$ cat src/rtl/core/shash_pkg.sv
// Shared types, constants and round functions of the SHA-256 stream hasher.
package shash_pkg;

    localparam int WORDS_PER_BLOCK = 16;
    localparam int ROUNDS          = 64;
    localparam int DIGEST_WORDS    = 8;
    localparam logic [7:0]  PAD_BYTE  = 8'h80;
    localparam logic [63:0] BLOCK_BITS = 64'd512;
    // first word index whose padding no longer leaves room for the length
    localparam logic [3:0]  LEN_WORD  = 4'd14;

    localparam logic [31:0] IV [DIGEST_WORDS] = '{
        32'h6a09e667, 32'hbb67ae85, 32'h3c6ef372, 32'ha54ff53a,
        32'h510e527f, 32'h9b05688c, 32'h1f83d9ab, 32'h5be0cd19
    };

    typedef enum logic [1:0] {
        OP_ABSORB  = 2'd0,
        OP_FINISH  = 2'd1,
        OP_RESTART = 2'd2
    } t_op;

    typedef enum logic [1:0] {
        K_WORD    = 2'd0,
        K_FINISH  = 2'd1,
        K_RESTART = 2'd2
    } t_kind;

    // word: four message bytes, or for finish the padded partial word
    typedef struct packed {
        t_kind       kind;
        logic [31:0] word;
        logic [1:0]  nbytes;
    } t_entry;

    typedef enum logic [1:0] {
        S_IDLE   = 2'd0,
        S_ROUND  = 2'd1,
        S_UPDATE = 2'd2,
        S_EMIT   = 2'd3
    } t_state;

    function automatic logic [31:0] rotr(input logic [31:0] x, input int n);
        rotr = (x >> n) | (x << (32 - n));
    endfunction

    function automatic logic [31:0] bsig0(input logic [31:0] x);
        bsig0 = rotr(x, 2) ^ rotr(x, 13) ^ rotr(x, 22);
    endfunction

    function automatic logic [31:0] bsig1(input logic [31:0] x);
        bsig1 = rotr(x, 6) ^ rotr(x, 11) ^ rotr(x, 25);
    endfunction

    function automatic logic [31:0] ssig0(input logic [31:0] x);
        ssig0 = rotr(x, 7) ^ rotr(x, 18) ^ (x >> 3);
    endfunction

    function automatic logic [31:0] ssig1(input logic [31:0] x);
        ssig1 = rotr(x, 17) ^ rotr(x, 19) ^ (x >> 10);
    endfunction

    function automatic logic [31:0] round_k(input logic [5:0] r);
        unique case (r)
            6'd0:  round_k = 32'h428a2f98;
            6'd1:  round_k = 32'h71374491;
            6'd2:  round_k = 32'hb5c0fbcf;
            6'd3:  round_k = 32'he9b5dba5;
            6'd4:  round_k = 32'h3956c25b;
            6'd5:  round_k = 32'h59f111f1;
            6'd6:  round_k = 32'h923f82a4;
            6'd7:  round_k = 32'hab1c5ed5;
            6'd8:  round_k = 32'hd807aa98;
            6'd9:  round_k = 32'h12835b01;
            6'd10: round_k = 32'h243185be;
            6'd11: round_k = 32'h550c7dc3;
            6'd12: round_k = 32'h72be5d74;
            6'd13: round_k = 32'h80deb1fe;
            6'd14: round_k = 32'h9bdc06a7;
            6'd15: round_k = 32'hc19bf174;
            6'd16: round_k = 32'he49b69c1;
            6'd17: round_k = 32'hefbe4786;
            6'd18: round_k = 32'h0fc19dc6;
            6'd19: round_k = 32'h240ca1cc;
            6'd20: round_k = 32'h2de92c6f;
            6'd21: round_k = 32'h4a7484aa;
            6'd22: round_k = 32'h5cb0a9dc;
            6'd23: round_k = 32'h76f988da;
            6'd24: round_k = 32'h983e5152;
            6'd25: round_k = 32'ha831c66d;
            6'd26: round_k = 32'hb00327c8;
            6'd27: round_k = 32'hbf597fc7;
            6'd28: round_k = 32'hc6e00bf3;
            6'd29: round_k = 32'hd5a79147;
            6'd30: round_k = 32'h06ca6351;
            6'd31: round_k = 32'h14292967;
            6'd32: round_k = 32'h27b70a85;
            6'd33: round_k = 32'h2e1b2138;
            6'd34: round_k = 32'h4d2c6dfc;
            6'd35: round_k = 32'h53380d13;
            6'd36: round_k = 32'h650a7354;
            6'd37: round_k = 32'h766a0abb;
            6'd38: round_k = 32'h81c2c92e;
            6'd39: round_k = 32'h92722c85;
            6'd40: round_k = 32'ha2bfe8a1;
            6'd41: round_k = 32'ha81a664b;
            6'd42: round_k = 32'hc24b8b70;
            6'd43: round_k = 32'hc76c51a3;
            6'd44: round_k = 32'hd192e819;
            6'd45: round_k = 32'hd6990624;
            6'd46: round_k = 32'hf40e3585;
            6'd47: round_k = 32'h106aa070;
            6'd48: round_k = 32'h19a4c116;
            6'd49: round_k = 32'h1e376c08;
            6'd50: round_k = 32'h2748774c;
            6'd51: round_k = 32'h34b0bcb5;
            6'd52: round_k = 32'h391c0cb3;
            6'd53: round_k = 32'h4ed8aa4a;
            6'd54: round_k = 32'h5b9cca4f;
            6'd55: round_k = 32'h682e6ff3;
            6'd56: round_k = 32'h748f82ee;
            6'd57: round_k = 32'h78a5636f;
            6'd58: round_k = 32'h84c87814;
            6'd59: round_k = 32'h8cc70208;
            6'd60: round_k = 32'h90befffa;
            6'd61: round_k = 32'ha4506ceb;
            6'd62: round_k = 32'hbef9a3f7;
            6'd63: round_k = 32'hc67178f2;
        endcase
    endfunction

endpackage

$ cat src/rtl/core/shash_if.sv
// Valid/ready channel interfaces for the hasher's input and digest output.
interface shash_in_if;
    logic       valid;
    logic       ready;
    logic [1:0] opcode;
    logic [7:0] data_byte;

    modport source (output valid, output opcode, output data_byte, input ready);
    modport sink   (input valid, input opcode, input data_byte, output ready);
endinterface

interface shash_out_if;
    logic        valid;
    logic        ready;
    logic [31:0] digest_word;
    logic [2:0]  word_index;
    logic        last;

    modport source (output valid, output digest_word, output word_index, output last,
                    input ready);
    modport sink   (input valid, input digest_word, input word_index, input last,
                    output ready);
endinterface

$ cat src/rtl/core/sha256_stream_hasher.sv
// Top level of the SHA-256 stream hasher: front end, entry queue, compressor.
//
//  channel  | dir | payload                              | accepted when
//  ---------+-----+--------------------------------------+-----------------
//  i_in     | in  | opcode[1:0], data_byte[7:0]          | valid && ready
//  o_out    | out | digest_word[31:0], word_index, last  | valid && ready
//
// The front takes one item per cycle while the queue has room; four bytes make one entry.
// While the compressor runs the rounds and the chaining update of a full block, only the queue
// (QUEUE_DEPTH entries) and the front's partial word take bytes.
// Finish: one block is compressed, or two when 56 or more bytes are pending, then eight output
// items, one per cycle while o_out.ready is high; a stalled output holds its word.
// Reset is synchronous: counts clear and the chaining words load the initial hash values.
module sha256_stream_hasher
    import shash_pkg::*;
#(
    parameter int QUEUE_DEPTH = 4
) (
    input  logic        i_clk,
    input  logic        i_rst_n,
    shash_in_if.sink    i_in,
    shash_out_if.source o_out
);

    logic   push_valid;
    logic   push_ready;
    t_entry push_entry;
    logic   pop_valid;
    logic   pop_ready;
    t_entry pop_entry;

    shash_front u_front (
        .i_clk        (i_clk),
        .i_rst_n      (i_rst_n),
        .i_in         (i_in),
        .o_push_valid (push_valid),
        .o_push_entry (push_entry),
        .i_push_ready (push_ready)
    );

    shash_queue #(
        .DEPTH (QUEUE_DEPTH)
    ) u_queue (
        .i_clk        (i_clk),
        .i_rst_n      (i_rst_n),
        .i_push_valid (push_valid),
        .i_push_entry (push_entry),
        .o_push_ready (push_ready),
        .o_pop_valid  (pop_valid),
        .o_pop_entry  (pop_entry),
        .i_pop_ready  (pop_ready)
    );

    shash_back u_back (
        .i_clk       (i_clk),
        .i_rst_n     (i_rst_n),
        .i_pop_valid (pop_valid),
        .i_pop_entry (pop_entry),
        .o_pop_ready (pop_ready),
        .o_out       (o_out)
    );

endmodule

$ cat src/rtl/core/shash_front.sv
// Front end: accepts items, packs bytes into words, pads the partial word on finish.
module shash_front
    import shash_pkg::*;
(
    input  logic        i_clk,
    input  logic        i_rst_n,
    shash_in_if.sink    i_in,
    output logic        o_push_valid,
    output t_entry      o_push_entry,
    input  logic        i_push_ready
);

    logic [1:0]  r_nb;
    logic [23:0] r_word;
    logic        accept;
    t_op         op;
    logic [31:0] padded;

    assign i_in.ready = i_push_ready;
    assign accept     = i_in.valid && i_push_ready;
    assign op         = t_op'(i_in.opcode);

    always_comb begin
        unique case (r_nb)
            2'd0: padded = {PAD_BYTE, 24'h0};
            2'd1: padded = {r_word[7:0], PAD_BYTE, 16'h0};
            2'd2: padded = {r_word[15:0], PAD_BYTE, 8'h0};
            2'd3: padded = {r_word[23:0], PAD_BYTE};
        endcase
    end

    always_comb begin
        o_push_valid        = 1'b0;
        o_push_entry.kind   = K_WORD;
        o_push_entry.word   = {r_word, i_in.data_byte};
        o_push_entry.nbytes = r_nb;
        unique case (op)
            OP_ABSORB: begin
                o_push_valid = accept && (r_nb == 2'd3);
            end
            OP_FINISH: begin
                o_push_valid      = accept;
                o_push_entry.kind = K_FINISH;
                o_push_entry.word = padded;
            end
            OP_RESTART: begin
                o_push_valid      = accept;
                o_push_entry.kind = K_RESTART;
            end
            default: o_push_valid = 1'b0;  // unused opcode is dropped
        endcase
    end

    always_ff @(posedge i_clk) begin
        if (!i_rst_n) begin
            r_nb <= 2'd0;
        end else if (accept) begin
            if (op == OP_ABSORB) begin
                r_nb <= r_nb + 2'd1;
            end else if (op == OP_FINISH || op == OP_RESTART) begin
                r_nb <= 2'd0;
            end
        end
    end

    always_ff @(posedge i_clk) begin
        if (accept && op == OP_ABSORB) begin
            r_word <= {r_word[15:0], i_in.data_byte};
        end
    end

endmodule

$ cat src/rtl/core/shash_queue.sv
// Small FIFO of classified entries between the front end and the compressor.
module shash_queue
    import shash_pkg::*;
#(
    parameter int DEPTH = 4
) (
    input  logic   i_clk,
    input  logic   i_rst_n,
    input  logic   i_push_valid,
    input  t_entry i_push_entry,
    output logic   o_push_ready,
    output logic   o_pop_valid,
    output t_entry o_pop_entry,
    input  logic   i_pop_ready
);

    localparam int PW = $clog2(DEPTH);
    localparam int CW = $clog2(DEPTH + 1);

    t_entry        r_mem [DEPTH];
    logic [PW-1:0] r_wr;
    logic [PW-1:0] r_rd;
    logic [CW-1:0] r_cnt;
    logic          push;
    logic          pop;

    assign o_push_ready = (r_cnt != CW'(DEPTH));
    assign o_pop_valid  = (r_cnt != '0);
    assign o_pop_entry  = r_mem[r_rd];
    assign push         = i_push_valid && o_push_ready;
    assign pop          = o_pop_valid && i_pop_ready;

    always_ff @(posedge i_clk) begin
        if (!i_rst_n) begin
            r_wr  <= '0;
            r_rd  <= '0;
            r_cnt <= '0;
        end else begin
            if (push) begin
                r_wr <= (r_wr == PW'(DEPTH - 1)) ? '0 : r_wr + PW'(1);
            end
            if (pop) begin
                r_rd <= (r_rd == PW'(DEPTH - 1)) ? '0 : r_rd + PW'(1);
            end
            if (push && !pop) begin
                r_cnt <= r_cnt + CW'(1);
            end else if (pop && !push) begin
                r_cnt <= r_cnt - CW'(1);
            end
        end
    end

    always_ff @(posedge i_clk) begin
        if (push) begin
            r_mem[r_wr] <= i_push_entry;
        end
    end

endmodule

$ cat src/rtl/core/shash_back.sv
// Back end: block assembly, final padding, 64-round compressor and digest output.
module shash_back
    import shash_pkg::*;
(
    input  logic       i_clk,
    input  logic       i_rst_n,
    input  logic       i_pop_valid,
    input  t_entry     i_pop_entry,
    output logic       o_pop_ready,
    shash_out_if.source o_out
);

    t_state      r_state;
    t_state      n_state;
    logic [31:0] r_w     [WORDS_PER_BLOCK];
    logic [31:0] r_v     [DIGEST_WORDS];
    logic [31:0] r_chain [DIGEST_WORDS];
    logic [31:0] sum     [DIGEST_WORDS];
    logic [3:0]  r_wc;
    logic [63:0] r_bits;
    logic [5:0]  r_round;
    logic [2:0]  r_idx;
    logic        r_fin;
    logic        r_second;

    logic        pop;
    logic        take_word;
    logic        block_full;
    logic        start_fin;
    logic        emit_done;
    logic        do_restart;
    logic [63:0] len;
    logic [31:0] t1;
    logic [31:0] t2;
    logic [31:0] w_new;

    assign pop        = i_pop_valid && o_pop_ready;
    assign take_word  = pop && (i_pop_entry.kind == K_WORD);
    assign block_full = take_word && (r_wc == 4'(WORDS_PER_BLOCK - 1));
    assign start_fin  = pop && (i_pop_entry.kind == K_FINISH);
    assign emit_done  = (r_state == S_EMIT) && o_out.ready && (r_idx == 3'(DIGEST_WORDS - 1));
    assign do_restart = (pop && (i_pop_entry.kind == K_RESTART)) || emit_done;
    // pending bytes times eight is {word count, byte count, 000}
    assign len        = r_bits + 64'({r_wc, i_pop_entry.nbytes, 3'b000});

    assign t1 = r_v[7] + bsig1(r_v[4]) + ((r_v[4] & r_v[5]) ^ (~r_v[4] & r_v[6]))
              + round_k(r_round) + r_w[0];
    assign t2 = bsig0(r_v[0]) + ((r_v[0] & r_v[1]) ^ (r_v[0] & r_v[2]) ^ (r_v[1] & r_v[2]));
    assign w_new = ssig1(r_w[14]) + r_w[9] + ssig0(r_w[1]) + r_w[0];

    always_comb begin
        for (int i = 0; i < DIGEST_WORDS; i++) begin
            sum[i] = r_chain[i] + r_v[i];
        end
    end

    always_comb begin
        n_state = r_state;
        unique case (r_state)
            S_IDLE: begin
                if (block_full || start_fin) begin
                    n_state = S_ROUND;
                end
            end
            S_ROUND: begin
                if (r_round == 6'(ROUNDS - 1)) begin
                    n_state = S_UPDATE;
                end
            end
            S_UPDATE: begin
                if (r_second) begin
                    n_state = S_ROUND;
                end else if (r_fin) begin
                    n_state = S_EMIT;
                end else begin
                    n_state = S_IDLE;
                end
            end
            S_EMIT: begin
                if (emit_done) begin
                    n_state = S_IDLE;
                end
            end
        endcase
    end

    always_comb begin
        o_pop_ready = (r_state == S_IDLE);
        o_out.valid = (r_state == S_EMIT);
    end

    assign o_out.digest_word = r_chain[r_idx];
    assign o_out.word_index  = r_idx;
    assign o_out.last        = (r_idx == 3'(DIGEST_WORDS - 1));

    always_ff @(posedge i_clk) begin
        if (!i_rst_n) begin
            r_state  <= S_IDLE;
            r_wc     <= 4'd0;
            r_bits   <= 64'd0;
            r_chain  <= IV;
            r_round  <= 6'd0;
            r_idx    <= 3'd0;
            r_fin    <= 1'b0;
            r_second <= 1'b0;
        end else begin
            r_state <= n_state;
            r_round <= (r_state == S_ROUND) ? r_round + 6'd1 : 6'd0;
            if (take_word) begin
                r_wc <= r_wc + 4'd1;
            end
            if (start_fin) begin
                r_wc     <= 4'd0;
                r_bits   <= len;
                r_fin    <= 1'b1;
                r_second <= (r_wc >= LEN_WORD);
            end
            if (r_state == S_UPDATE) begin
                r_chain  <= sum;
                r_second <= 1'b0;
                if (!r_fin) begin
                    r_bits <= r_bits + BLOCK_BITS;
                end
            end
            if (r_state == S_EMIT && o_out.ready) begin
                r_idx <= r_idx + 3'd1;
            end
            if (do_restart) begin
                r_wc    <= 4'd0;
                r_bits  <= 64'd0;
                r_chain <= IV;
                r_fin   <= 1'b0;
            end
        end
    end

    always_ff @(posedge i_clk) begin
        if (take_word) begin
            r_w[r_wc] <= i_pop_entry.word;
        end
        if (block_full) begin
            r_v <= r_chain;
        end
        if (start_fin) begin
            for (int i = 0; i < WORDS_PER_BLOCK; i++) begin
                if (4'(i) > r_wc) begin
                    r_w[i] <= 32'h0;
                end
            end
            r_w[r_wc] <= i_pop_entry.word;
            if (r_wc < LEN_WORD) begin
                r_w[WORDS_PER_BLOCK-2] <= len[63:32];
                r_w[WORDS_PER_BLOCK-1] <= len[31:0];
            end
            r_v <= r_chain;
        end
        if (r_state == S_ROUND) begin
            r_v[0] <= t1 + t2;
            r_v[1] <= r_v[0];
            r_v[2] <= r_v[1];
            r_v[3] <= r_v[2];
            r_v[4] <= r_v[3] + t1;
            r_v[5] <= r_v[4];
            r_v[6] <= r_v[5];
            r_v[7] <= r_v[6];
            for (int i = 0; i < WORDS_PER_BLOCK - 1; i++) begin
                r_w[i] <= r_w[i+1];
            end
            r_w[WORDS_PER_BLOCK-1] <= w_new;
        end
        // extra length-only block after a full padded one
        if (r_state == S_UPDATE && r_second) begin
            r_v <= sum;
            for (int i = 0; i < WORDS_PER_BLOCK - 2; i++) begin
                r_w[i] <= 32'h0;
            end
            r_w[WORDS_PER_BLOCK-2] <= r_bits[63:32];
            r_w[WORDS_PER_BLOCK-1] <= r_bits[31:0];
        end
    end

endmodule

$ cat src/flat_wrapper.sv
// flat-port wrapper written by rule: the top's interface ports become plain ports
module sha256_stream_hasher_flat import shash_pkg::*;
#(
    parameter int QUEUE_DEPTH = 4
)
  (i_clk, i_rst_n, i_in_valid, i_in_opcode, i_in_data_byte, i_in_ready, o_out_valid, o_out_digest_word, o_out_word_index, o_out_last, o_out_ready);
  shash_in_if i_in_i ();
  shash_out_if o_out_i ();
  input  logic i_clk;
  input  logic i_rst_n;
  input wire logic [$bits(i_in_i.valid)-1:0] i_in_valid;
  input wire logic [$bits(i_in_i.opcode)-1:0] i_in_opcode;
  input wire logic [$bits(i_in_i.data_byte)-1:0] i_in_data_byte;
  output wire logic [$bits(i_in_i.ready)-1:0] i_in_ready;
  output wire logic [$bits(o_out_i.valid)-1:0] o_out_valid;
  output wire logic [$bits(o_out_i.digest_word)-1:0] o_out_digest_word;
  output wire logic [$bits(o_out_i.word_index)-1:0] o_out_word_index;
  output wire logic [$bits(o_out_i.last)-1:0] o_out_last;
  input wire logic [$bits(o_out_i.ready)-1:0] o_out_ready;
  assign i_in_i.valid = i_in_valid;
  assign i_in_i.opcode = i_in_opcode;
  assign i_in_i.data_byte = i_in_data_byte;
  assign i_in_ready = i_in_i.ready;
  assign o_out_valid = o_out_i.valid;
  assign o_out_digest_word = o_out_i.digest_word;
  assign o_out_word_index = o_out_i.word_index;
  assign o_out_last = o_out_i.last;
  assign o_out_i.ready = o_out_ready;
  sha256_stream_hasher #(.QUEUE_DEPTH(QUEUE_DEPTH)) u_core (.i_clk(i_clk), .i_rst_n(i_rst_n), .i_in(i_in_i), .o_out(o_out_i));
endmodule
$ cat config.mk
export PLATFORM = sky130hd
export DESIGN_NAME = sha256_stream_hasher_flat
export DESIGN_NICKNAME = d
export VERILOG_FILES = /design/src/rtl/core/shash_pkg.sv /design/src/rtl/core/shash_if.sv /design/src/rtl/core/sha256_stream_hasher.sv /design/src/rtl/core/shash_front.sv /design/src/rtl/core/shash_queue.sv /design/src/rtl/core/shash_back.sv /design/src/flat_wrapper.sv
export SDC_FILE = /design/constraint.sdc
export NUM_CORES = 2
export LEC_CHECK = 0
export BUFFER_PORTS_ARGS = -buffer_cell sky130_fd_sc_hd__buf_2
export CORE_MARGIN = 4
export CORE_UTILIZATION = 30
export DETAILED_ROUTE_END_ITERATION = 7
export SLEW_MARGIN = 20
export SYNTH_ARGS = -nofsm -noshare
export SYNTH_HDL_FRONTEND = slang
export SYNTH_SLANG_ARGS = --single-unit
$ cat constraint.sdc
create_clock -name i_clk -period 25.3 [get_ports i_clk]
set_input_delay 0 -clock i_clk [delete_from_list [all_inputs] [get_ports i_clk]]
set_output_delay 0 -clock i_clk [all_outputs]
set_load 0.1 [all_outputs]
==> impl_metrics.json <==
{
  "synth_cells": 9096,
  "outcome": "finished clean",
  "synth_edf_count": 744,
  "yosysTopAreaCell": "edfxtp_1",
  "ios": 52,
  "rsz0062_at_grt": "false",
  "relSlewSlack_pct": 20.0,
  "worstPathRequired_ps": 25960,
  "min-delay-path-class": "in -> reg",
  "drive_above_1_share_pct": 7.39,
  "ys_warn_count": 0,
  "finalSetupViolCount": 0,
  "skew_ps": 82.0,
  "worst-path-max-fanout": 6,
  "cts_resized": 0,
  "crit_path_start": "u_core.u_back.r_v[122]",
  "muxShareOfSynthArea_pct": 4.57,
  "crit_path_start_kind": "flop",
  "synth.top_cell.area_share_pct": 26.2,
  "h-tree-depth": 4,
  "vias_per_cell": 5.76,
  "routed_wl_microns": 329000,
  "firstDrtPassIters": 6,
  "clk_path_buf_depth": 4,
  "hold_start": "i_in_data_byte[7]",
  "slowest_delay_ps": 590,
  "synth-seq-cells": 1313,
  "synth.distinct_cells": 97,
  "critPathSlowestCell": "edfxtp_1",
  "cts_root_buf": "clkbuf_16",
  "antenna_found_initial": 15,
  "die_x_microns": 542,
  "critical_path_class": "reg -> reg",
  "synth-simple-area-share_pct": 12.3,
  "die-area_sq_um": 293000,
  "syn2layout_area_growth_pct": 10.8,
  "synth-xor-area-share_pct": 6.46,
  "globalRouteOverflowTotal": 0,
  "fin_crit_ps": 8610,
  "worst_pin_slew_ps": 1200,
  "numCtsBuffers": 159,
  "endpoint_kind": "flop",
  "nNetsFinal": 9476,
  "fin_area_sq_um": 94600,
  "cp_top_family": "compound AO/OA/AOI/OAI gates",
  "syn-cell-area_sq_um": 85400,
  "grt_max_degree": 164,
  "synth_area_leaders": "edfxtp_1, dfxtp_1, ha_1, nand2_1, o21ai_0",
  "synth-compound-area-share_pct": 22.1,
  "cts_setup_buffers": 0,
  "clock_sinks": 1313,
  "synth_nets": 9723,
  "wire_per_inst_microns": 25.8,
  "num_rows": 195,
  "period_share_pct": 34.0,
  "final_common_cell": "nand2_1",
  "drv_slew": 0,
  "drt_iter0_markers": 8423,
  "synth_ff_type": "edfxtp_1",
  "regToRegStartpoint": "u_core.u_back.r_v[122]",
  "synthAdderAreaFrac_pct": 10.8,
  "grt_first_pass_wirelength_microns": 476000,
  "die_h_microns": 542,
  "cts_hold_buf": 25,
  "drv_cap": 0,
  "synth.avg_cell_area_sq_um": 9.39,
  "tritoncts": "yes",
  "dpl_cell_area_sq_um": 89300,
  "grt_usage_pct": 21.4,
  "async_flop_share_pct": 0,
  "vias": 73258,
  "drcViolationCount": 0,
  "cp.arrival_ps": 9270,
  "clk_pin_slew_ps": 60,
  "antenna_left": 0,
  "yosysSeqAreaShare_pct": 39.5,
  "clk_latency_ps": 870,
  "fmax_mhz": 116,
  "setup_tns_ps": 0,
  "routabilityCongestion": 0.974,
  "synth_top_family_by_area": "compound AO/OA/AOI/OAI gates",
  "worst-path-buf-inv": 5,
  "grt_pass1_vias": 69116,
  "port_buffers": 51,
  "hold_violations": 0,
  "layout_common_cells": "nand2_1, o21ai_0, edfxtp_1",
  "start_util_pct": 30.2,
  "core_sq_um": 283000,
  "hpwlAfterDp_microns": 233000
}
## sequential cells by signal, indices dropped and copies added, names as in the netlist, named ones only
register / flops
u_core.u_back.o_out.word_index: 3
u_core.u_back.r_bits: 61
u_core.u_back.r_chain: 256
u_core.u_back.r_fin: 1
u_core.u_back.r_round: 6
u_core.u_back.r_second: 1
u_core.u_back.r_state: 2
u_core.u_back.r_v: 256
u_core.u_back.r_w: 512
u_core.u_back.r_wc: 4
u_core.u_front.r_nb: 2
u_core.u_front.r_word: 24
u_core.u_queue.r_cnt: 3
u_core.u_queue.r_mem: 144
u_core.u_queue.r_rd: 2
u_core.u_queue.r_wr: 2
## logic make-up (layout without fill, tap and decap cells)
logic type / Yosys count / after routing
flip-flops: 1313 / 1313
XOR/XNOR: 630 / 630
other: 0 / 10
AND/OR/NAND/NOR: 2357 / 2357
adder cells (fa/ha/maj): 617 / 617
buffers and inverters: 970 / 844
AO/OA/AOI/OAI: 2952 / 2952
multiplexers: 257 / 257
## per-layer routing
layer | global-route usage [%] | wire length (microns) | part of all wire (%) | up-vias
met5 | 0 | 29 | 0.0088 | -
met4 | 9.79 | 17600 | 5.3 | 4
met3 | 3.59 | 26100 | 8.0 | 663
met2 | 33.9 | 148000 | 45 | 3474
met1 | 28.6 | 137000 | 42 | 36342
li1 | - | - | - | 32775
## per-stage QoR
stage / setup slack, ps / instances / utilization [%] / hold WS [ps]
floorplan: 4930 / 9096 / - / 98.9
global placement: 16780 / 12405 / 31.6 / 193
detailed placement: 16810 / 12405 / 31.6 / 202
CTS: 16780 / 12712 / 33.4 / 27.3
global route: 16270 / 12718 / 33.5 / 92.2
finish: 16690 / 12723 / 33.5 / 91.2
## cells in the mapped netlist (all sizes together) (197+ instances only)
master,count
a22oi,289
fa,197
nand2,1091
clkbuf,540
o21ai,807
dfxtp,569
edfxtp,744
a21oi,696
xnor2,419
inv,367
nor2,529
xor2,211
ha,416
## worst paths after layout
check | to | slack (ps) | cells past startpoint
max reg2reg | u_core.u_back.r_v[254] | 16690 | 33
min | u_core.u_queue.r_mem[3][9] | 90 | 3
max | u_core.u_back.r_v[254] | 16690 | 33
min reg2reg | u_core.u_back.r_w[10][4] | 460 | 2
## worst min-delay path: cells and delay by family
family                 cells  cell delay [ps]
buffers and inverters      2              620
multiplexers               1              180
## layout make-up
type	instances	area (sq um)
Fill cell	28719	188000
Tap cell	3743	4680
Multi-Input combinational cell	6813	48300
Antenna cell	10	25.0
Clock buffer	227	4570
Sequential cell	1313	33800
Clock inverter	55	479
Inverter	369	1390
Timing Repair Buffer	193	1450
Power is left out: the tool's default activity adds up to more than one toggle a clock period on the data nets, which glitch-free logic cannot reach.
